==> src/rtl/int_vec3_alu_unit_defines.svh <==
// ----------------------------------------------------------------------------
// int_vec3_alu_unit_defines : assertion macros
// Concurrent check wrappers clocked on clock and disabled during reset.
// ----------------------------------------------------------------------------
`ifndef INT_VEC3_ALU_UNIT_DEFINES_SVH
`define INT_VEC3_ALU_UNIT_DEFINES_SVH

`ifndef SYNTHESIS
`define IVA_ASSERT(lbl, prop) \
   lbl: assert property (@(posedge clock) disable iff (reset) prop) \
      else $error("int_vec3_alu_unit: check failed");
`define IVA_ASSERT_NEXT(lbl, ante, cons) \
   lbl: assert property (@(posedge clock) disable iff (reset) (ante) |=> (cons)) \
      else $error("int_vec3_alu_unit: check failed");
`else
`define IVA_ASSERT(lbl, prop)
`define IVA_ASSERT_NEXT(lbl, ante, cons)
`endif

`endif

==> src/rtl/iva_pkg.sv <==
// ----------------------------------------------------------------------------
// iva_pkg : shared definitions of the vector ALU
// Lane width, opcodes, pipeline depth and the records passed between modules.
// ----------------------------------------------------------------------------
`timescale 1ns / 1ps
`default_nettype none
package iva_pkg;

   localparam int LANE_W    = 32;
   localparam int OP_W      = 4;
   localparam int DIV_STEPS = LANE_W;
   localparam int LATENCY   = DIV_STEPS + 2;

   localparam logic [OP_W-1:0] OP_ADD   = 4'd0;
   localparam logic [OP_W-1:0] OP_SUB   = 4'd1;
   localparam logic [OP_W-1:0] OP_MUL   = 4'd2;
   localparam logic [OP_W-1:0] OP_DIV   = 4'd3;
   localparam logic [OP_W-1:0] OP_SADD  = 4'd4;
   localparam logic [OP_W-1:0] OP_SSUB  = 4'd5;
   localparam logic [OP_W-1:0] OP_SMUL  = 4'd6;
   localparam logic [OP_W-1:0] OP_SDIV  = 4'd7;
   localparam logic [OP_W-1:0] OP_EQ    = 4'd8;
   localparam logic [OP_W-1:0] OP_NE    = 4'd9;
   localparam logic [OP_W-1:0] OP_DOT   = 4'd10;
   localparam logic [OP_W-1:0] OP_CROSS = 4'd11;

   typedef logic [LANE_W-1:0] word_type;

   typedef struct packed {
      logic            valid;
      logic [OP_W-1:0] op;
      logic            eq;
   } ctl_type;

   typedef struct packed {
      word_type res;
      word_type prod;
      logic     dz;
   } lane_out_type;

endpackage
`default_nettype wire

==> src/rtl/iva_merge.sv <==
// ----------------------------------------------------------------------------
// iva_merge : result merge
// Combine the three lanes into the result item and register it.
// ----------------------------------------------------------------------------
`timescale 1ns / 1ps
`default_nettype none
module iva_merge import iva_pkg::*; (
   input  wire logic         clock,
   input  wire logic         reset,
   input  wire ctl_type      ctl,
   input  wire lane_out_type lx,
   input  wire lane_out_type ly,
   input  wire lane_out_type lz,
   output logic              strobe,
   output word_type          r_x,
   output word_type          r_y,
   output word_type          r_z,
   output logic              truth,
   output logic              div_zero
);

   logic     strobe_ff;
   word_type rx_ff, ry_ff, rz_ff, rx_in, ry_in, rz_in;
   logic     truth_ff, dz_ff, truth_in, dz_in;

   always_comb begin
      rx_in    = '0;
      ry_in    = '0;
      rz_in    = '0;
      truth_in = 1'b0;
      dz_in    = 1'b0;
      case (ctl.op)
         OP_ADD, OP_SUB, OP_MUL, OP_SADD, OP_SSUB, OP_SMUL, OP_CROSS: begin
            rx_in = lx.res;
            ry_in = ly.res;
            rz_in = lz.res;
         end
         OP_DIV, OP_SDIV: begin
            rx_in = lx.res;
            ry_in = ly.res;
            rz_in = lz.res;
            dz_in = lx.dz | ly.dz | lz.dz;
         end
         OP_EQ:   truth_in = ctl.eq;
         OP_NE:   truth_in = ~ctl.eq;
         OP_DOT:  rx_in = lx.prod + ly.prod + lz.prod;
         default: rx_in = '0;
      endcase
   end

   always_ff @(posedge clock) begin
      if (reset) begin
         strobe_ff <= 1'b0;
      end else begin
         strobe_ff <= ctl.valid;
      end
      rx_ff    <= rx_in;
      ry_ff    <= ry_in;
      rz_ff    <= rz_in;
      truth_ff <= truth_in;
      dz_ff    <= dz_in;
   end

   assign strobe   = strobe_ff;
   assign r_x      = rx_ff;
   assign r_y      = ry_ff;
   assign r_z      = rz_ff;
   assign truth    = truth_ff;
   assign div_zero = dz_ff;

endmodule
`default_nettype wire

==> config.mk <==
export PLATFORM = sky130hd
export DESIGN_NAME = iva_merge
export DESIGN_NICKNAME = d
export VERILOG_FILES = /design/src/rtl/int_vec3_alu_unit_defines.svh /design/src/rtl/iva_pkg.sv /design/src/rtl/iva_merge.sv
export SDC_FILE = /design/constraint.sdc
export NUM_CORES = 1
export LEC_CHECK = 0
export BUFFER_PORTS_ARGS = -buffer_cell sky130_fd_sc_hd__buf_2
export CORE_MARGIN = 5
export CORE_UTILIZATION = 45
export CTS_CLUSTER_SIZE = 25
export DETAILED_ROUTE_END_ITERATION = 12
export PLACE_DENSITY = 0.91
export SLEW_MARGIN = 0
export SYNTH_ARGS = -nofsm -noshare
export SYNTH_HDL_FRONTEND = slang
export SYNTH_SLANG_ARGS = --single-unit
==> constraint.sdc <==
create_clock -name clock -period 5.56 [get_ports clock]
set_input_delay 0.556 -clock clock [delete_from_list [all_inputs] [get_ports clock]]
set_output_delay 0.556 -clock clock [all_outputs]
set_load 0.01 [all_outputs]
==> impl_metrics.tcl, run 1 <==
set metrics [dict create \
    status "finished, final reports clean" \
    yosysWarnings 0 \
    cts-buffers-inserted 9 \
    vias_per_cell 5.15 \
    root_buffer "clkbuf_16" \
    cp_max_fo 4 \
    worstSetupPathType "primary input to register" \
    final_nets 1067 \
    yosysMostFrequentCell "dfxtp_1" \
    finalHoldViolCount 0 \
    syn_area_per_cell_um2 10.0 \
    grt_pass1_vias 4999 \
    finalSetupViolCount 0 \
    p_leak_nw 3.50 \
    async_flop_share_pct 0 \
    ys_ff_latch 99 \
    netlist_instances 509 \
    period_needed_ns 3.50 \
    rsz0062_at_grt "no" \
    drt_wl_total_mm 15.7 \
    max_cap_violations 0 \
    ys_top_cells_by_count "99 x dfxtp_1, 65 x and2_1, 43 x nand2_1, 38 x o21ai_0, 32 x fa_1" \
    synth-edff-count 0 \
    fmax_mhz 286 \
    powerDensity_nw_per_um2 298 \
    cp.arrival_ns 3.73 \
    core_um2 11300 \
    antenna_found_initial 0 \
    fp.dieH_um 117 \
    cts_hold_buf 0 \
    drc_errors 0 \
    grt_max_degree 96 \
    ant_nets 0 \
    finalPower_mw 2.11 \
    yosysTopAreaCell "dfxtp_1" \
    boundaryPins 302 \
    io_buffer_count 301 \
    fp.dieW_um 117 \
    ctsResizeCount 0 \
    dpl.hpwl_mm 13.1 \
    cts.sinks 99 \
    num_rows 39 \
    start_util_pct 45.3 \
    required_ns 5.79 \
    groute.usage.overall_pct 21.9 \
    cts_max_level 3 \
    syn-num-nets 774 \
    drive_above_1_share_pct 41.4 \
    path_clk_slew_ns 0.08 \
    gp_congestion 0.876 \
    cts_max_path_buffers 2 \
    worstHoldPathType "primary input to register" \
    tns_ns 0 \
    dieArea_um2 13600 \
    yosysSeqAreaShare_pct 38.8 \
    p_switching_mw 0.712 \
    synth_top_area_share_pct 38.8 \
    wire_per_inst_um 16.6 \
    p_clk_share_pct 30.1 \
    worst_pin_slew_ns 0.993 \
    swShare_pct 33.8 \
    yosys.cell_types.count 62 \
    ir_worst_vdd_mv 0.170 \
    ys_top_cells_by_area "dfxtp_1 39%, fa_1 13%, and2_1 8.0%" \
    overflow 0 \
    slew_violations 0 \
    slew_headroom_pct 33.7 \
    cts_tree "done" \
    endpoint_kind "register" \
    crit_path_start_kind "primary input" \
    grt_pass1_wl_mm 23.4 \
    synth_ff_type "dfxtp_1" \
    timing.final.crit_share_pct 63.0 \
    n_antenna_cell 0 \
    comb_power_share_pct 33.2 \
    seqPwrFrac_pct 36.7 \
    syn2layout_area_growth_pct 38.4 \
    intPower_mw 1.39 \
    syn_area_um2 5110 \
    first_pass_iters 5 \
    vias 4889 \
    drt-initial-drc-count 384 \
    cts_setup_buffers 0 \
]
worst max-delay path, cell delays in order:
cell and delay (ns):
buf_2 0.11, fa_1 0.47, ha_1 0.25, fa_1 0.44, a211oi_2 0.28, o21bai_2 0.15, a2111oi_4 0.46, o21ai_2 0.14
a2111o_1 0.45, nand3_2 0.08, or3b_1 0.33
worst paths after layout:
path                   from  endpoint  slack [ns]  cells after the start
worst max-delay path  lx[2]   r_x[29]        2.06                     11
worst min-delay path  reset    strobe        0.35                      2
registers in the layout, indices dropped and copies added, names as in the netlist:
register and cells:
r_x 32, r_y 32, r_z 32, div_zero 1
strobe 1, truth 1
placed cells by master, fill, tap and decap left out, types with 3 or more instances in the layout:
| master | Yosys | layout |
|---|---|---|
| a211oi_1 | 5 | 5 |
| a21o_1 | 12 | 12 |
| a21oi_1 | 29 | 29 |
| a22o_1 | 3 | 3 |
| a31oi_1 | 4 | 4 |
| and2_1 | 65 | 65 |
| buf_2 | 1 | 301 |
| clkbuf_16 | 0 | 9 |
| clkinv_8 | 0 | 3 |
| dfxtp_1 | 99 | 99 |
| fa_1 | 32 | 32 |
| ha_1 | 30 | 30 |
| inv_1 | 7 | 7 |
| nand2_1 | 43 | 43 |
| nand2b_1 | 3 | 3 |
| nand3_1 | 6 | 6 |
| nand4_1 | 5 | 5 |
| nor2_1 | 13 | 13 |
| nor3_1 | 9 | 9 |
| o2111ai_1 | 3 | 3 |
| o211ai_1 | 4 | 4 |
| o21a_1 | 3 | 3 |
| o21ai_0 | 38 | 38 |
| o21bai_1 | 8 | 8 |
| xnor2_1 | 10 | 10 |
| xor2_1 | 12 | 12 |
power by group through the flow:
stage | Clock (mW) | Sequential (mW) | Combinational [mW]
6_report | 0.633 | 0.773 | 0.700
5_1_grt | 0.679 | 0.778 | 0.780
4_1_cts | 0.647 | 0.773 | 0.700
3_5_place_dp | 0 | 0.789 | 0.696
3_3_place_gp | 0 | 0.788 | 0.678
2_1_floorplan | 0 | 0.818 | 0.421
metrics by stage:
step	cells	instance area [µm²]	util (%)	setup WS, ns	hold WS, ns
2_1_floorplan	509	5110	-	2.04	0.628
3_3_place_gp	934	6750	59.9	1.74	0.711
3_5_place_dp	934	6750	59.9	1.67	0.719
4_1_cts	950	7070	62.7	2.03	0.351
5_1_grt	950	7070	62.7	1.86	0.340
6_report	950	7070	62.7	2.06	0.355
cells by family (layout without fill, tap and decap cells):
kind of cell | count (synthesis) | after routing | synth area share [%]
compound gates | 134 | 134 | 17.9
buf+inv | 28 | 326 | 2.11
simple gates | 164 | 164 | 17.5
fa+ha+maj | 62 | 62 | 19.9
xor+xnor | 22 | 22 | 3.77
flops | 99 | 99 | 38.8
cell type report:
cell class,count,area [µm²]
Tap cell,143,179
Inverter,7,26.3
Clock buffer,9,225
Fill cell,977,4210
Clock inverter,7,88.8
Multi-Input combinational cell,382,3040
Timing Repair Buffer,303,1520
Sequential cell,99,1980
routing by layer:
layer  wire length (µm)  track usage (%)
met3               1540             5.49
met2               8210             39.6
met4                389             8.72
met5                  0                0
met1               5600             24.5
(Power assumes the default switching activity.)
==> inputs of run 2 (changes only) <==
CORE_ASPECT_RATIO = 1.1   (was unset)
CORE_UTILIZATION = 44   (was 45)
PLACE_DENSITY = 0.9   (was 0.91)
clock period = 3.4 ns   (was 5.56 ns; I/O delays follow)
==> impl_metrics.tcl, run 2 (synthesis gave the netlist of run 1 again) <==
set metrics [dict create \
    finalSetupViolCount 0 \
    fp.dieH_um 123 \
    p_switching_mw 1.17 \
    overflow 0 \
    tns_ns 0 \
    timing.final.crit_share_pct 93.4 \
    gp_congestion 0.857 \
    ant_nets 0 \
    dieArea_um2 13900 \
    final_cell_mix "301 x buf_2, 99 x dfxtp_1, 65 x and2_1, 43 x nand2_1, 38 x o21ai_0" \
    cpMostUsedCell "fa_1" \
    comb_power_share_pct 34.2 \
    max_cap_violations 0 \
    crit_path_start_kind "primary input" \
    fp.dieW_um 113 \
    finalPower_mw 3.49 \
    drt_wl_total_mm 16.1 \
    worstHoldStart "reset" \
    grt_max_degree 69 \
    syn2layout_area_growth_pct 40.5 \
    wire_per_inst_um 16.6 \
    worst_pin_slew_ns 0.849 \
    cp_slowest_stage_delay_ns 0.45 \
    antenna_found_initial 1 \
    path_cells "buf_2, fa_1, ha_1, fa_1, a211oi_2, o21bai_2, a2111oi_4, o21ai_2, a2111o_1, a21o_1, a32o_1" \
    finalHoldViolCount 0 \
    start_util_pct 44.6 \
    hold_path_end "strobe" \
    intPower_mw 2.31 \
    layout_commonest_cell "buf_2" \
    root_buffer "clkbuf_16" \
    period_needed_ns 3.17 \
    cp.arrival_ns 3.41 \
    cts_max_path_buffers 2 \
    grt_pass1_wl_mm 24.7 \
    groute.usage.overall_pct 22.4 \
    cts_setup_buffers 0 \
    vias_per_cell 5.14 \
    final_nets 1079 \
    dpl.hpwl_mm 13.5 \
    vias 4977 \
    worstSetupPathType "primary input to register" \
    cts.sinks 99 \
    whs_ns 0.143 \
    status "finished, final reports clean" \
    ir_worst_vdd_mv 0.220 \
    fmax_mhz 315 \
    drc_errors 0 \
    slew_headroom_pct 43.2 \
    cp_max_fo 3 \
    rsz0062_at_grt "no" \
    grt_pass1_vias 5247 \
    p_leak_nw 3.56 \
    cpMaxStageDelayCell "fa_1" \
    p_clk_share_pct 29.6 \
    swShare_pct 33.6 \
    num_rows 41 \
    crit_buf_inv 1 \
    whs_path_depth 2 \
    drt-initial-drc-count 212 \
    drive_above_1_share_pct 42.2 \
    required_ns 3.63 \
    cts_hold_buf 0 \
    io_buffer_count 301 \
    worstHoldPathType "primary input to register" \
    cts-buffers-inserted 9 \
    cts_max_level 3 \
    ctsResizeCount 0 \
    cts_tree "done" \
    final_cells 969 \
    seqPwrFrac_pct 36.3 \
    first_pass_iters 4 \
    core_um2 11400 \
    dp_cells 953 \
    n_fill_cell 981 \
    post-route-util_pct 62.7 \
    powerDensity_nw_per_um2 486 \
    endpoint_kind "register" \
    crit_family "compound AO/OA/AOI/OAI gates" \
    path_clk_slew_ns 0.08 \
    n_antenna_cell 0 \
    slew_violations 0 \
    boundaryPins 302 \
]
==> run 2: changes by cell type in the layout (fill, tap and decap cells not counted), sizes merged <==
cell / previous run / this run
buf: 303 / 315
inv: 11 / 12
clkinv: 3 / 2
==> run 2: final cells by class <==
type | instances | area [µm²] | area share, %
Sequential cell | 99 | 1980 | 27.6
Multi-Input combinational cell | 382 | 3040 | 42.4
Clock buffer | 9 | 225 | 3.14
Clock inverter | 7 | 86.3 | 1.20
Timing Repair Buffer | 315 | 1620 | 22.6
Tap cell | 150 | 188 | 2.62
Inverter | 7 | 26.3 | 0.366
==> run 2: per-stage QoR <==
step / setup WS (ns) / area [µm²]
after global routing: 0.137 / 7180
after floorplan: 0.0942 / 5110
after CTS: 0.218 / 7180
after global placement: -0.139 / 6860
after detailed placement: -0.147 / 6860
final: 0.226 / 7180
==> run 2: per-layer routing <==
| layer | routed length (µm) | share of wire [%] | track usage, % | up-vias |
|---|---|---|---|---|
| li1 | - | - | - | 2393 |
| met1 | 5710 | 36 | 24.0 | 2303 |
| met2 | 8490 | 53 | 42.1 | 241 |
| met3 | 1380 | 8.6 | 5.34 | 38 |
| met4 | 463 | 2.9 | 8.87 | 2 |
| met5 | 13 | 0.081 | 0 | - |
==> run 2: worst max path at each step <==
stage	slack (ns)	cells past startpoint	from	endpoint
after global placement	-0.14	11	ly[2]	r_x[29]
after CTS	0.22	11	ly[2]	r_x[27]
after global routing	0.14	11	lx[2]	r_x[27]
after floorplan	0.09	10	lx[2]	r_x[29]
after detailed placement	-0.15	11	ly[2]	r_x[29]
final	0.23	11	ly[2]	r_x[27]
==> run 2: power groups by stage <==
stage / combinational (mW) / sequential, mW / clock (mW)
6_report: 1.19 / 1.26 / 1.03
5_1_grt: 1.32 / 1.27 / 1.12
4_1_cts: 1.19 / 1.26 / 1.07
3_5_place_dp: 1.18 / 1.29 / 0
3_3_place_gp: 1.16 / 1.29 / 0
2_1_floorplan: 0.688 / 1.34 / 0
==> inputs of run 3 (changes only) <==
BUFFER_PORTS_ARGS = unset   (was -buffer_cell sky130_fd_sc_hd__buf_2)
CORE_AREA = 3 3 118 120   (was unset)
CORE_ASPECT_RATIO = unset   (was 1.1)
CORE_MARGIN = unset   (was 5)
CORE_UTILIZATION = unset   (was 44)
DIE_AREA = 0 0 121 123   (was unset)
DONT_BUFFER_PORTS = 1   (was unset)
PLACE_DENSITY = 0.62   (was 0.9)
RECOVER_POWER = 100   (was unset)
==> impl_metrics.tcl, run 3 (synthesis gave the netlist of run 1 again) <==
set metrics [dict create \
    cpMaxStageDelayCell "fa_1" \
    final_cell_mix "99 x dfxtp_1, 46 x and2_1, 43 x nand2_1, 38 x o21ai_0, 32 x fa_1" \
    worst_pin_slew_ns 2.12 \
    grt_max_degree 70 \
    cts_setup_buffers 0 \
    intPower_mw 2.16 \
    wire_per_inst_um 20.1 \
    drive_above_1_share_pct 6.81 \
    drt_wl_total_mm 13.9 \
    rsz0062_at_grt "no" \
    groute.usage.overall_pct 17.3 \
    start_util_pct 39.0 \
    n_antenna_cell 0 \
    worstSetupPathType "primary input to register" \
    required_ns 3.64 \
    overflow 0 \
    ir_worst_vdd_mv 0.270 \
    core_um2 13100 \
    whs_path_depth 1 \
    p_leak_nw 2.26 \
    comb_power_share_pct 26.9 \
    fmax_mhz 316 \
    root_buffer "clkbuf_16" \
    vias 3743 \
    fp.dieW_um 121 \
    cts_hold_buf 0 \
    dpl.hpwl_mm 11.3 \
    swShare_pct 33.7 \
    ant_nets 0 \
    path_clk_slew_ns 0.08 \
    cp_max_fo 3 \
    period_needed_ns 3.16 \
    drt-initial-drc-count 142 \
    post-route-util_pct 43.0 \
    violations "max-capacitance violations, max-slew violations" \
    endpoint_kind "register" \
    num_rows 42 \
    ctsResizeCount 0 \
    max_cap_violations 1 \
    cts_max_path_buffers 2 \
    grt_pass1_wl_mm 19.8 \
    first_pass_iters 4 \
    cts_max_level 3 \
    cts.sinks 99 \
    crit_buf_inv 0 \
    seqPwrFrac_pct 40.8 \
    regArea_um2 1980 \
    slew_headroom_pct -42.4 \
    multi_input_area_um2 3020 \
    crit_family "compound AO/OA/AOI/OAI gates" \
    slew_violations 29 \
    n_fill_cell 1304 \
    finalPower_mw 3.26 \
    io_buffer_count 0 \
    layout_commonest_cell "dfxtp_1" \
    path_cells "fa_1, ha_1, fa_1, a211oi_2, o21bai_1, a2111oi_4, o21ai_2, a2111o_1, a21o_1, a32o_1" \
    p_switching_mw 1.10 \
    status "complete, but fails checks" \
    crit_path_start_kind "primary input" \
    drc_errors 0 \
    cp_slowest_stage_delay_ns 0.47 \
    powerDensity_nw_per_um2 579 \
    dieArea_um2 14900 \
    fp.dieH_um 123 \
    grt_pass1_vias 3733 \
    p_clk_share_pct 32.3 \
    cts-buffers-inserted 9 \
    boundaryPins 302 \
    timing.final.crit_share_pct 93.0 \
    finalHoldViolCount 0 \
    cts_tree "done" \
    gp_congestion 0.854 \
    cp.arrival_ns 3.40 \
    worstHoldStart "reset" \
    hold_path_end "strobe" \
    cpMostUsedCell "fa_1" \
    vias_per_cell 5.42 \
    final_nets 774 \
    syn2layout_area_growth_pct 10.1 \
    worstHoldPathType "primary input to register" \
    finalSetupViolCount 0 \
    antenna_found_initial 1 \
]
==> run 3: changes by cell type in the layout (fill, tap and decap cells not counted), moves of 2 or more <==
cell / change
and2_1: -19
buf_2: -300
and2_0: +19
buf_4: -8
clkbuf_1: +2
inv_8: +2
==> run 3: layer usage <==
layer  GRT usage (%)  vias up  wire length, µm
met4            7.15        2              318
met1            19.1     1755             5140
met5               0        -                7
li1                -     1788                -
met3            6.31       21             1310
met2            30.3      177             7080
==> run 3: how the worst max path moves through the flow <==
stage                     startpoint       to  slack, ns  depth (start not counted)
final                          lx[2]  r_x[27]       0.24                         10
after global routing          ctl[1]   r_x[4]       0.06                          5
after CTS                      lx[2]  r_x[27]       0.24                         10
after detailed placement       lx[2]  r_x[27]      -0.13                         10
after global placement         lx[2]  r_x[29]      -0.09                         10
after floorplan                lx[2]  r_x[29]       0.09                         10
==> run 3: power groups by stage <==
stage | Clock, mW | Sequential, mW | Combinational, mW
floorplan | 0 | 1.34 | 0.688
global placement | 0 | 1.36 | 0.884
detailed placement | 0 | 1.36 | 0.893
CTS | 1.08 | 1.33 | 0.900
global route | 1.11 | 1.34 | 1.00
finish | 1.05 | 1.33 | 0.878
==> run 3: layout make-up <==
class	instances	area share, %
Timing Repair Buffer	10	1.11
Inverter	7	0.467
Clock inverter	7	1.49
Tap cell	176	3.92
Sequential cell	99	35.2
Clock buffer	9	4.00
Multi-Input combinational cell	382	53.8
==> run 3: stage by stage <==
stage          setup TNS, ns  cell area [µm²]  setup WS [ns]  hold WS (ns)  std cells
3_5_place_dp          -0.249             5350         -0.127         0.415        674
6_report                   0             5620          0.239        0.0432        690
5_1_grt                    0             5620         0.0627        0.0273        690
4_1_cts                    0             5660          0.242        0.0288        690
3_3_place_gp          -0.168             5350        -0.0918         0.413        674
2_1_floorplan              0             5110         0.0942         0.412        509
